$ cat config.mk
export PLATFORM = sky130hd
export DESIGN_NAME = utf8_char_slice_core
export DESIGN_NICKNAME = d
export VERILOG_FILES = /design/src/rtl/u8cs_pkg.sv /design/src/rtl/u8cs_decode.sv /design/src/rtl/u8cs_outq.sv /design/src/rtl/utf8_char_slice_core.sv
export VERILOG_INCLUDE_DIRS = /design/src /design/src/rtl
export SDC_FILE = /design/constraint.sdc
export NUM_CORES = 1
export LEC_CHECK = 0
export ABC_AREA = 1
export BUFFER_PORTS_ARGS = -buffer_cell sky130_fd_sc_hd__buf_2
export CAP_MARGIN = 20
export CORE_AREA = 10 10 277 279
export CTS_CLUSTER_SIZE = 20
export DETAILED_ROUTE_END_ITERATION = 8
export DIE_AREA = 0 0 287 289
export PLACE_DENSITY = 0.64
export SLEW_MARGIN = 20
export SYNTH_ARGS = -nofsm -noshare
export SYNTH_HDL_FRONTEND = slang
export SYNTH_SLANG_ARGS = --single-unit
$ cat constraint.sdc
create_clock -name clk -period 13.1 [get_ports clk]
set_clock_uncertainty 0.15 [all_clocks]
set_input_delay 0.655 -clock clk [delete_from_list [all_inputs] [get_ports clk]]
set_output_delay 0.655 -clock clk [all_outputs]
set_load 0.1 [all_outputs]
$ cat src/rtl/utf8_char_slice_core_defines.svh
// Assertion macros shared by the UTF-8 character slice RTL.
`ifndef UTF8_CHAR_SLICE_CORE_DEFINES_SVH
`define UTF8_CHAR_SLICE_CORE_DEFINES_SVH

// Both macros expect clk and rst_n in the scope where they are used.
`define U8CS_ASSERT_IMP(label, ante, cons, msg) \
    label: assert property (@(posedge clk) disable iff (!rst_n) (ante) |-> (cons)) \
        else $error(msg);

`define U8CS_ASSERT_NXT(label, ante, cons, msg) \
    label: assert property (@(posedge clk) disable iff (!rst_n) (ante) |=> (cons)) \
        else $error(msg);

`endif

$ cat src/rtl/u8cs_pkg.sv
// Types and constants shared by the UTF-8 character slice modules.
package u8cs_pkg;

    localparam int COUNT_WIDTH     = 32;
    localparam int TOTAL_WIDTH     = 32;
    localparam int LO_WIDTH        = 31;
    localparam int HI_WIDTH        = 32;
    localparam int SLICE_WIDTH     = 33;
    localparam int CFG_INDEX_WIDTH = 2;
    localparam int QDEPTH          = 2;
    localparam int QPTR_WIDTH      = (QDEPTH > 1) ? $clog2(QDEPTH) : 1;
    localparam int QCNT_WIDTH      = $clog2(QDEPTH + 1);

    localparam logic [CFG_INDEX_WIDTH-1:0] CFG_START_POSITION = CFG_INDEX_WIDTH'(0);
    localparam logic [CFG_INDEX_WIDTH-1:0] CFG_CHAR_COUNT     = CFG_INDEX_WIDTH'(1);

    typedef struct packed {
        logic [2:0][7:0]        pend;
        logic [1:0]             fill;
        logic [2:0]             glen;
        logic [COUNT_WIDTH-1:0] idx;
    } state_t;

    typedef struct packed {
        logic [3:0][7:0]        bytes;
        logic [3:0]             keep;
        logic                   is_end;
        logic [TOTAL_WIDTH-1:0] total;
    } bundle_t;

    typedef struct packed {
        logic    push;
        bundle_t bundle;
        state_t  nxt;
    } step_t;

endpackage

$ cat src/rtl/u8cs_decode.sv
// Character grouping and slice selection for one input word.
module u8cs_decode
    import u8cs_pkg::*;
(
    input  logic [7:0]          data_byte,
    input  logic                byte_present,
    input  logic                last_byte,
    input  state_t              cur,
    input  logic [LO_WIDTH-1:0] lo,
    input  logic [HI_WIDTH-1:0] hi,
    output step_t               step
);

    localparam logic [7:0] MASK2 = 8'hE0;
    localparam logic [7:0] LEAD2 = 8'hC0;
    localparam logic [7:0] MASK3 = 8'hF0;
    localparam logic [7:0] LEAD3 = 8'hE0;
    localparam logic [7:0] MASK4 = 8'hF8;
    localparam logic [7:0] LEAD4 = 8'hF0;
    localparam logic [COUNT_WIDTH-1:0] COUNT_MAX = '1;

    function automatic logic [2:0] lead_len(input logic [7:0] b);
        logic [2:0] len;
        if ((b & MASK2) == LEAD2) len = 3'd2;
        else if ((b & MASK3) == LEAD3) len = 3'd3;
        else if ((b & MASK4) == LEAD4) len = 3'd4;
        else len = 3'd1;
        return len;
    endfunction

    function automatic logic [COUNT_WIDTH-1:0] sat_add(input logic [COUNT_WIDTH-1:0] a,
                                                       input logic [2:0] k);
        logic [COUNT_WIDTH:0] s;
        s = {1'b0, a} + (COUNT_WIDTH+1)'(k);
        return s[COUNT_WIDTH] ? COUNT_MAX : s[COUNT_WIDTH-1:0];
    endfunction

    logic [3:0][7:0]        buf_b;
    logic [2:0]             m;
    logic [3:0]             ok;
    logic [COUNT_WIDTH-1:0] idx_j;
    logic [2:0]             len_b;
    logic [2:0]             pos;
    logic [2:0]             lb;
    logic [2:0]             nchar;
    logic [3:0][1:0]        char_of;

    // Bytes held from an open group come first, then the new byte.
    always_comb
    begin
        buf_b[0] = (cur.fill > 2'd0) ? cur.pend[0] : (byte_present ? data_byte : 8'h00);
        buf_b[1] = (cur.fill > 2'd1) ? cur.pend[1] :
                   ((cur.fill == 2'd1 && byte_present) ? data_byte : 8'h00);
        buf_b[2] = (cur.fill > 2'd2) ? cur.pend[2] :
                   ((cur.fill == 2'd2 && byte_present) ? data_byte : 8'h00);
        buf_b[3] = (cur.fill == 2'd3 && byte_present) ? data_byte : 8'h00;
        m        = 3'(cur.fill) + 3'(byte_present);
    end

    // Slice test for the next four character positions.
    always_comb
    begin
        idx_j = '0;
        for (int j = 0; j < 4; j++)
        begin
            idx_j = sat_add(cur.idx, 3'(j));
            ok[j] = (SLICE_WIDTH'(idx_j) >= SLICE_WIDTH'(lo)) &&
                    (SLICE_WIDTH'(idx_j) <  SLICE_WIDTH'(hi));
        end
    end

    // End of text: regroup the held bytes; a group that runs past the end
    // shrinks to a single byte.
    always_comb
    begin
        pos     = 3'd0;
        lb      = 3'd1;
        nchar   = 3'd0;
        char_of = '0;
        for (int j = 0; j < 4; j++)
        begin
            if (pos < m)
            begin
                lb = lead_len(buf_b[pos[1:0]]);
                if (pos + lb > m)
                    lb = 3'd1;
                for (int p = 0; p < 4; p++)
                begin
                    if (3'(p) >= pos && 3'(p) < pos + lb)
                        char_of[p] = 2'(j);
                end
                pos   = pos + lb;
                nchar = 3'(j + 1);
            end
        end
    end

    assign len_b = lead_len(data_byte);

    always_comb
    begin
        step               = '0;
        step.nxt           = cur;
        step.bundle.bytes  = buf_b;
        if (!last_byte)
        begin
            if (byte_present)
            begin
                if (cur.fill == 2'd0)
                begin
                    if (len_b == 3'd1)
                    begin
                        step.push        = ok[0];
                        step.bundle.keep = ok[0] ? 4'b0001 : 4'b0000;
                        step.nxt.idx     = sat_add(cur.idx, 3'd1);
                    end
                    else
                    begin
                        step.nxt.pend[0] = data_byte;
                        step.nxt.fill    = 2'd1;
                        step.nxt.glen    = len_b;
                    end
                end
                else if (3'(cur.fill) + 3'd1 >= cur.glen)
                begin
                    for (int p = 0; p < 4; p++)
                        step.bundle.keep[p] = ok[0] && (2'(p) <= cur.fill);
                    step.push     = ok[0];
                    step.nxt.idx  = sat_add(cur.idx, 3'd1);
                    step.nxt.fill = 2'd0;
                    step.nxt.glen = 3'd1;
                end
                else
                begin
                    for (int p = 0; p < 3; p++)
                    begin
                        if (2'(p) == cur.fill)
                            step.nxt.pend[p] = data_byte;
                    end
                    step.nxt.fill = cur.fill + 2'd1;
                end
            end
        end
        else
        begin
            for (int p = 0; p < 4; p++)
                step.bundle.keep[p] = (3'(p) < m) && ok[char_of[p]];
            step.push          = 1'b1;
            step.bundle.is_end = 1'b1;
            step.bundle.total  = TOTAL_WIDTH'(sat_add(cur.idx, nchar));
            step.nxt.pend      = '0;
            step.nxt.fill      = 2'd0;
            step.nxt.glen      = 3'd1;
            step.nxt.idx       = '0;
        end
    end

endmodule

$ cat src/rtl/u8cs_outq.sv
// Result queue and serializer: one character, or a text's last bytes, per entry; one byte out per word.
module u8cs_outq
    import u8cs_pkg::*;
(
    input  logic                   clk,
    input  logic                   rst_n,
    input  logic                   push,
    input  bundle_t                push_bundle,
    output logic                   full,
    output logic                   res_valid,
    input  logic                   res_stall,
    output logic [7:0]             out_byte,
    output logic                   out_valid,
    output logic                   slice_end,
    output logic [TOTAL_WIDTH-1:0] total_chars
);

    `include "utf8_char_slice_core_defines.svh"

    bundle_t                q_reg [QDEPTH];
    logic [QPTR_WIDTH-1:0]  head_reg, head_next;
    logic [QPTR_WIDTH-1:0]  tail_reg, tail_next;
    logic [QCNT_WIDTH-1:0]  count_reg, count_next;
    logic [3:0]             done_reg, done_next;

    logic                   res_valid_reg, res_valid_next;
    logic [7:0]             byte_reg, byte_next;
    logic                   bvalid_reg, bvalid_next;
    logic                   end_reg, end_next;
    logic [TOTAL_WIDTH-1:0] total_reg, total_next;

    bundle_t    head;
    logic       have;
    logic [3:0] rem;
    logic [1:0] sel;
    logic       last_piece;
    logic       load;
    logic       emit;
    logic       pop;

    function automatic logic [QPTR_WIDTH-1:0] ptr_inc(input logic [QPTR_WIDTH-1:0] p);
        return (p == QPTR_WIDTH'(QDEPTH - 1)) ? '0 : p + QPTR_WIDTH'(1);
    endfunction

    assign head       = q_reg[head_reg];
    assign have       = (count_reg != '0);
    assign rem        = head.keep & ~done_reg;
    assign last_piece = ((rem & (rem - 4'd1)) == 4'd0);
    assign load       = !res_valid_reg || !res_stall;
    assign emit       = have && load;
    assign pop        = emit && last_piece;
    assign full       = (count_reg == QCNT_WIDTH'(QDEPTH));

    always_comb
    begin
        sel = 2'd0;
        for (int k = 3; k >= 0; k--)
        begin
            if (rem[k])
                sel = 2'(k);
        end
    end

    always_comb
    begin
        head_next      = head_reg;
        tail_next      = tail_reg;
        count_next     = count_reg + QCNT_WIDTH'(push) - QCNT_WIDTH'(pop);
        done_next      = done_reg;
        res_valid_next = res_valid_reg;
        byte_next      = byte_reg;
        bvalid_next    = bvalid_reg;
        end_next       = end_reg;
        total_next     = total_reg;
        if (push)
            tail_next = ptr_inc(tail_reg);
        if (load)
            res_valid_next = emit;
        if (emit)
        begin
            // An end entry with nothing kept still gives one marker word.
            byte_next   = (rem != 4'd0) ? head.bytes[sel] : 8'h00;
            bvalid_next = (rem != 4'd0);
            end_next    = head.is_end && last_piece;
            total_next  = (head.is_end && last_piece) ? head.total : '0;
            if (last_piece)
            begin
                head_next = ptr_inc(head_reg);
                done_next = 4'd0;
            end
            else
            begin
                done_next = done_reg | (4'd1 << sel);
            end
        end
    end

    always_ff @(posedge clk)
    begin
        if (push)
            q_reg[tail_reg] <= push_bundle;
    end

    always_ff @(posedge clk or negedge rst_n)
    begin
        if (!rst_n)
        begin
            head_reg      <= '0;
            tail_reg      <= '0;
            count_reg     <= '0;
            done_reg      <= 4'd0;
            res_valid_reg <= 1'b0;
        end
        else
        begin
            head_reg      <= head_next;
            tail_reg      <= tail_next;
            count_reg     <= count_next;
            done_reg      <= done_next;
            res_valid_reg <= res_valid_next;
        end
    end

    always_ff @(posedge clk)
    begin
        byte_reg   <= byte_next;
        bvalid_reg <= bvalid_next;
        end_reg    <= end_next;
        total_reg  <= total_next;
    end

    assign res_valid   = res_valid_reg;
    assign out_byte    = byte_reg;
    assign out_valid   = bvalid_reg;
    assign slice_end   = end_reg;
    assign total_chars = total_reg;

    `U8CS_ASSERT_IMP(a_no_push_when_full, push, !full, "push into a full result queue")
    `U8CS_ASSERT_IMP(a_marker_is_end, res_valid_reg && !bvalid_reg, end_reg,
        "empty result word without the end mark")
    `U8CS_ASSERT_IMP(a_empty_entry_is_end, have && (head.keep == 4'd0), head.is_end,
        "queued entry with no kept bytes that does not end the text")

endmodule

$ cat src/rtl/utf8_char_slice_core.sv
// Top level of the UTF-8 character slice: input stage, grouping state and configuration.
//
//   channel  direction  handshake             payload
//   in       to block   in_valid / in_stall   data_byte, byte_present, last_byte
//   res      from block res_valid / res_stall out_byte, out_valid, slice_end, total_chars
//   cfg      to block   cfg_valid / cfg_ready cfg_index, cfg_data
//
// One input word is taken per cycle while in_stall is low; a word that closes a
// character of k kept bytes gives k result words, and the last word of a text gives
// up to four, all leaving through the output register at one word per cycle while
// res_stall is low, after passing the input stage and the result queue.
// The two-entry result queue sets how far the input runs ahead of the output.
// Reset clears the grouping state and the bounds, which act as start_position 1 and char_count 0.
// in_stall rises only when the queue is full and the waiting word has results.
module utf8_char_slice_core
    import u8cs_pkg::*;
(
    input  logic                       clk,
    input  logic                       rst_n,
    input  logic                       in_valid,
    output logic                       in_stall,
    input  logic [7:0]                 data_byte,
    input  logic                       byte_present,
    input  logic                       last_byte,
    output logic                       res_valid,
    input  logic                       res_stall,
    output logic [7:0]                 out_byte,
    output logic                       out_valid,
    output logic                       slice_end,
    output logic [TOTAL_WIDTH-1:0]     total_chars,
    input  logic                       cfg_valid,
    output logic                       cfg_ready,
    input  logic [CFG_INDEX_WIDTH-1:0] cfg_index,
    input  logic [31:0]                cfg_data
);

    `include "utf8_char_slice_core_defines.svh"

    logic                a_valid_reg, a_valid_next;
    logic [7:0]          a_byte_reg;
    logic                a_present_reg;
    logic                a_last_reg;
    state_t              st_reg;
    logic [LO_WIDTH-1:0] lo_reg, lo_next;
    logic [LO_WIDTH-1:0] cnt_reg, cnt_next;
    logic [HI_WIDTH-1:0] hi_reg, hi_next;

    step_t       step;
    logic        full;
    logic        a_consume;
    logic        a_load;
    logic [31:0] start_m1;

    u8cs_decode u_decode
    (
        .data_byte    (a_byte_reg),
        .byte_present (a_present_reg),
        .last_byte    (a_last_reg),
        .cur          (st_reg),
        .lo           (lo_reg),
        .hi           (hi_reg),
        .step         (step)
    );

    u8cs_outq u_outq
    (
        .clk         (clk),
        .rst_n       (rst_n),
        .push        (a_consume && step.push),
        .push_bundle (step.bundle),
        .full        (full),
        .res_valid   (res_valid),
        .res_stall   (res_stall),
        .out_byte    (out_byte),
        .out_valid   (out_valid),
        .slice_end   (slice_end),
        .total_chars (total_chars)
    );

    assign a_consume    = a_valid_reg && (!step.push || !full);
    assign in_stall     = a_valid_reg && step.push && full;
    assign a_load       = !in_stall;
    assign a_valid_next = a_load ? in_valid : a_valid_reg;
    assign cfg_ready    = 1'b1;

    // The slice bounds are kept as a half-open range of 0-based positions,
    // recomputed at each write of start_position or char_count.
    assign start_m1 = cfg_data - 32'd1;

    always_comb
    begin
        lo_next  = lo_reg;
        cnt_next = cnt_reg;
        hi_next  = hi_reg;
        if (cfg_valid)
        begin
            unique case (cfg_index)
                CFG_START_POSITION:
                begin
                    lo_next = (cfg_data[31] || cfg_data == 32'd0) ? '0 : start_m1[LO_WIDTH-1:0];
                    hi_next = HI_WIDTH'(lo_next) + HI_WIDTH'(cnt_reg);
                end
                CFG_CHAR_COUNT:
                begin
                    cnt_next = cfg_data[31] ? '0 : cfg_data[LO_WIDTH-1:0];
                    hi_next  = HI_WIDTH'(lo_reg) + HI_WIDTH'(cnt_next);
                end
                default:
                begin
                end
            endcase
        end
    end

    always_ff @(posedge clk or negedge rst_n)
    begin
        if (!rst_n)
        begin
            a_valid_reg <= 1'b0;
            st_reg.pend <= '0;
            st_reg.fill <= 2'd0;
            st_reg.glen <= 3'd1;
            st_reg.idx  <= '0;
            lo_reg      <= '0;
            cnt_reg     <= '0;
            hi_reg      <= '0;
        end
        else
        begin
            a_valid_reg <= a_valid_next;
            if (a_consume)
                st_reg <= step.nxt;
            lo_reg  <= lo_next;
            cnt_reg <= cnt_next;
            hi_reg  <= hi_next;
        end
    end

    always_ff @(posedge clk)
    begin
        if (a_load)
        begin
            a_byte_reg    <= data_byte;
            a_present_reg <= byte_present;
            a_last_reg    <= last_byte;
        end
    end

    `U8CS_ASSERT_NXT(a_end_clears_state, a_consume && a_last_reg,
        (st_reg.fill == 2'd0) && (st_reg.idx == '0) && (st_reg.glen == 3'd1),
        "grouping state not cleared after the end of a text")
    `U8CS_ASSERT_IMP(a_open_group_fits, st_reg.fill != 2'd0,
        (st_reg.glen > 3'(st_reg.fill)) && (st_reg.glen >= 3'd2),
        "held bytes do not fit the open group")

endmodule
==> load_flow_metrics.sql <==
INSERT INTO impl_metrics (metric_group, metric, value, unit) VALUES
('logic_synthesis', 'synth.top_cells.by_area', 'sky130_fd_sc_hd__edfxtp_1 (20%), sky130_fd_sc_hd__ha_1 (16%), sky130_fd_sc_hd__dfrtp_1 (15%)', ''),
('setup_path', 'timing.setup.critical_path_class', 'reg2reg', ''),
('die', 'die-width', '287', 'µm'),
('die', 'core_area', '0.0711', 'mm²'),
('timing', 'tightest_slew', '1.01', 'ns'),
('placement', 'routability_congestion', '0.959', ''),
('grt', 'grt_usage', '0.203', ''),
('clock_tree', 'htree_levels', '2', ''),
('timing', 'max_slew_margin', '0.325', ''),
('logic_synthesis', 'synth_commonest_cells', 'sky130_fd_sc_hd__nand2_1 (690), sky130_fd_sc_hd__inv_1 (417), sky130_fd_sc_hd__ha_1 (355)', ''),
('grt', 'grt_overflow', '0', ''),
('grt', 'first_global_vias', '24000', ''),
('route', 'first_iter_violations', '2222', ''),
('grt', 'grt_max_degree', '72', ''),
('placement', 'buffer_ports.inserted', '92', ''),
('die', 'die_area', '0.0829', 'mm²'),
('cells_and_area', 'flip_flop_count_of_the_largest_register_all_copies_and_words_added', '138', ''),
('cells_and_area', 'antenna_diode_instance_count', '0', ''),
('die', 'placementRows', '98', ''),
('cells_and_area', 'postLayoutCellArea', '0.0320', 'mm²'),
('route', 'drtPass1Iterations', '8', ''),
('setup_path', 'worst_ep_required', '13.31', 'ns'),
('setup_path', 'timing.critical_path.to_type', 'flip-flop', ''),
('run', 'cap_viol_max_count', '0', ''),
('timing', 'min_period', '12.63', 'ns'),
('placement', 'post_dp_cell_area', '0.0299', 'mm²'),
('logic_synthesis', 'postSynth.asyncResetShare', '0.465', ''),
('logic_synthesis', 'post_synth_instance_area', '0.0281', 'mm²'),
('clock_tree', 'clock_latency', '0.61', 'ns'),
('logic_synthesis', 'synth_cell_types', '69', ''),
('logic_synthesis', 'synth_nets', '3998', ''),
('logic_synthesis', 'synth.yosys.warnings', '0', ''),
('grt', 'grt_antenna_before_repair', '0', ''),
('placement', 'dp.final_hpwl', '67.1', 'mm'),
('setup_path', 'critical_path.max_stage_delay', '0.52', 'ns'),
('die', 'chipHeight', '289', 'µm'),
('logic_synthesis', 'synth_flop_type', 'sky130_fd_sc_hd__edfxtp_1', ''),
('setup_path', 'cp_data_arrival_time', '12.84', 'ns'),
('logic_synthesis', 'synth_enable_flop_cells', '190', ''),
('logic_synthesis', 'synth_top_cell_area_share', '0.203', ''),
('route', 'postRouteAntennaNets', '0', ''),
('timing', 'fmaxAchievable', '0.0792', 'GHz'),
('logic_synthesis', 'ys_ff_latch', '355', ''),
('logic_synthesis', 'yosysTopAreaCell', 'sky130_fd_sc_hd__edfxtp_1', ''),
('die', 'start_util', '0.395', ''),
('cells_and_area', 'syn_to_final_growth', '13.8', '%'),
('clock_tree', 'cts.reportedPaths.clkPinSlew', '0.06', 'ns'),
('power', 'power.leakage', '14.9', 'nW'),
('cells_and_area', 'final_layout_size_suffix_gt1_frac', '0.120', ''),
('clock_tree', 'tritoncts', 'yes', ''),
('timing', 'final_max_slew_viol_count', '0', ''),
('route', 'drt_drc_violations_left', '0', ''),
('setup_path', 'cp_common_cell', 'sky130_fd_sc_hd__inv_2', ''),
('grt', 'global_route_wire_length_before_repair', '134', 'mm'),
('clock_tree', 'clock_sinks', '355', ''),
('setup_path', 'worstPathMaxFanout', '8', ''),
('min_path', 'min-delay-path-class', 'in2reg', ''),
('route', 'wire_per_inst', '18.4', 'µm'),
('clock_tree', 'clk_root_buffer_cell', 'sky130_fd_sc_hd__clkbuf_16', ''),
('clock_tree', 'cts_buffers', '43', ''),
('setup_path', 'worst_path_max_delay_cell', 'sky130_fd_sc_hd__fa_1', ''),
('logic_synthesis', 'syn_avg_cell_area', '7.84', 'µm²'),
('timing', 'part_of_the_cycle_the_worst_path_needs', '0.964', ''),
('route', 'route.final.wire_length', '86.8', 'mm'),
('die', 'ios', '94', ''),
('timing', 'hold_violations', '0', ''),
('route', 'dr_total_vias', '25500', ''),
('clock_tree', 'max-clock-path-buffers', '3', ''),
('power', 'max-vdd-ir-drop', '0.000460', 'V'),
('timing', 'report.final.setup_viol', '0', ''),
('logic_synthesis', 'most_frequent_cell_after_synthesis', 'sky130_fd_sc_hd__nand2_1', ''),
('power', 'pwr_density_cell', '244', 'mW/mm²'),
('logic_synthesis', 'post_synthesis_cells', '3585', ''),
('power', 'power.total', '0.00782', 'W'),
('logic_synthesis', 'part_of_the_yosys_area_used_for_sequential_elements', '0.350', ''),
('route', 'viasPerCell', '5.41', ''),
('cells_and_area', 'final_nets', '4139', ''),
('setup_path', 'worstSetupStartpointType', 'flip-flop', ''),
('outcome', 'outcome', 'complete, no violations', '');
[final cells by class]
type                            instances  area [µm²]
Clock buffer                           57        1200
Clock inverter                         21         218
Fill cell                            7113       39100
Inverter                              428        1620
Multi-Input combinational cell       2711       16700
Sequential cell                       355        9840
Tap cell                              950        1190
Timing Repair Buffer                  187        1210
[per-layer routing]
layer	track usage	routed length (µm)	vias up	share of wire
met4	0.0737	3360	0	0.039
met5	0	0	-	0
met1	0.284	39400	11900	0.45
met3	0.0256	5930	176	0.068
li1	-	-	12600	-
met2	0.318	38100	877	0.44
[metrics by stage]
step	TNS [ns]	hold WS (ns)	setup WS, ns	std cells	utilization
3_5_place_dp	-0.294	0.318	-0.0973	4592	0.420
2_1_floorplan	0	0.209	0.371	3585	-
6_report	0	0.0657	0.470	4709	0.450
3_3_place_gp	0	0.313	0.150	4592	0.420
4_1_cts	0	0.0340	0.0291	4671	0.440
5_1_grt	-2.83	0.0439	-0.346	4709	0.450
[cell usage in the layout (no fill, tap or decap), types with 27 or more instances in the layout]
cell | netlist | layout
sky130_fd_sc_hd__nand2_1 | 690 | 670
sky130_fd_sc_hd__inv_1 | 417 | 401
sky130_fd_sc_hd__ha_1 | 355 | 344
sky130_fd_sc_hd__nor2_1 | 351 | 339
sky130_fd_sc_hd__a21oi_1 | 306 | 301
sky130_fd_sc_hd__o21ai_0 | 272 | 267
sky130_fd_sc_hd__nand3_1 | 285 | 267
sky130_fd_sc_hd__edfxtp_1 | 190 | 190
sky130_fd_sc_hd__dfrtp_1 | 164 | 163
sky130_fd_sc_hd__buf_2 | 7 | 91
sky130_fd_sc_hd__buf_4 | 3 | 87
sky130_fd_sc_hd__xor2_1 | 60 | 60
sky130_fd_sc_hd__clkbuf_16 | 0 | 43
sky130_fd_sc_hd__nor3_1 | 41 | 41
sky130_fd_sc_hd__a31oi_1 | 41 | 41
sky130_fd_sc_hd__nand4_1 | 35 | 35
sky130_fd_sc_hd__nand2_2 | 20 | 31
sky130_fd_sc_hd__mux2_2 | 31 | 31
sky130_fd_sc_hd__nand3_2 | 11 | 27
[final timing paths]
kind	from	to	slack, ns	depth (start not counted)
worst max-delay path	st_reg[35]	u_outq.q_reg[1][33]	0.47	91
worst min-delay path	data_byte[2]	a_byte_reg[2]	0.07	1
worst max register to register	st_reg[35]	u_outq.q_reg[1][33]	0.47	91
worst min register to register	hi_reg[25]	hi_reg[25]	0.33	2
max in group asynchronous	rst_n	st_reg[37]	10.40	4
min in group asynchronous	rst_n	cnt_reg[0]	0.46	2
[repair_timing]
action	4_1_cts	5_1_grt
pin swaps	0	56
setup buffers	0	38
gates resized for setup	1	116
hold buffers	1	0
setup endpoints to repair	6	70
endpoints found under the hold margin	60	0
[cell families (layout without fill, tap and decap cells)]
| kind of cell | after synthesis | after routing | share of synthesized area |
|---|---|---|---|
| and+or+nand+nor | 1482 | 1482 | 0.227 |
| AOI/OAI and AO/OA | 742 | 742 | 0.146 |
| buffers and inverters | 519 | 693 | 0.0714 |
| adders and majority gates | 364 | 364 | 0.164 |
| DFF | 355 | 355 | 0.350 |
| xor gates and xnor gates | 75 | 75 | 0.0234 |
| muxes | 47 | 47 | 0.0181 |
| other | 1 | 1 | 0.000133 |
[report_power, final]
part	switching (W)	total (W)	internal (W)	leakage [nW]
logic	0.00326	0.00505	0.00179	10.2
clock network	0.000513	0.00120	0.000691	0.686
registers	0.0000911	0.00156	0.00147	3.98
total	0.00386	0.00782	0.00396	14.9
[critical path: cells and delay by family, from the launching register on]
family,cells,cell delay (ns)
AOI/OAI and AO/OA,12,1.48
xor gates and xnor gates,5,0.78
adders and majority gates,17,5.09
buffers and inverters,19,1.41
DFF,1,0.38
and+or+nand+nor,38,3.07
Power figures use the tool's default switching activity.
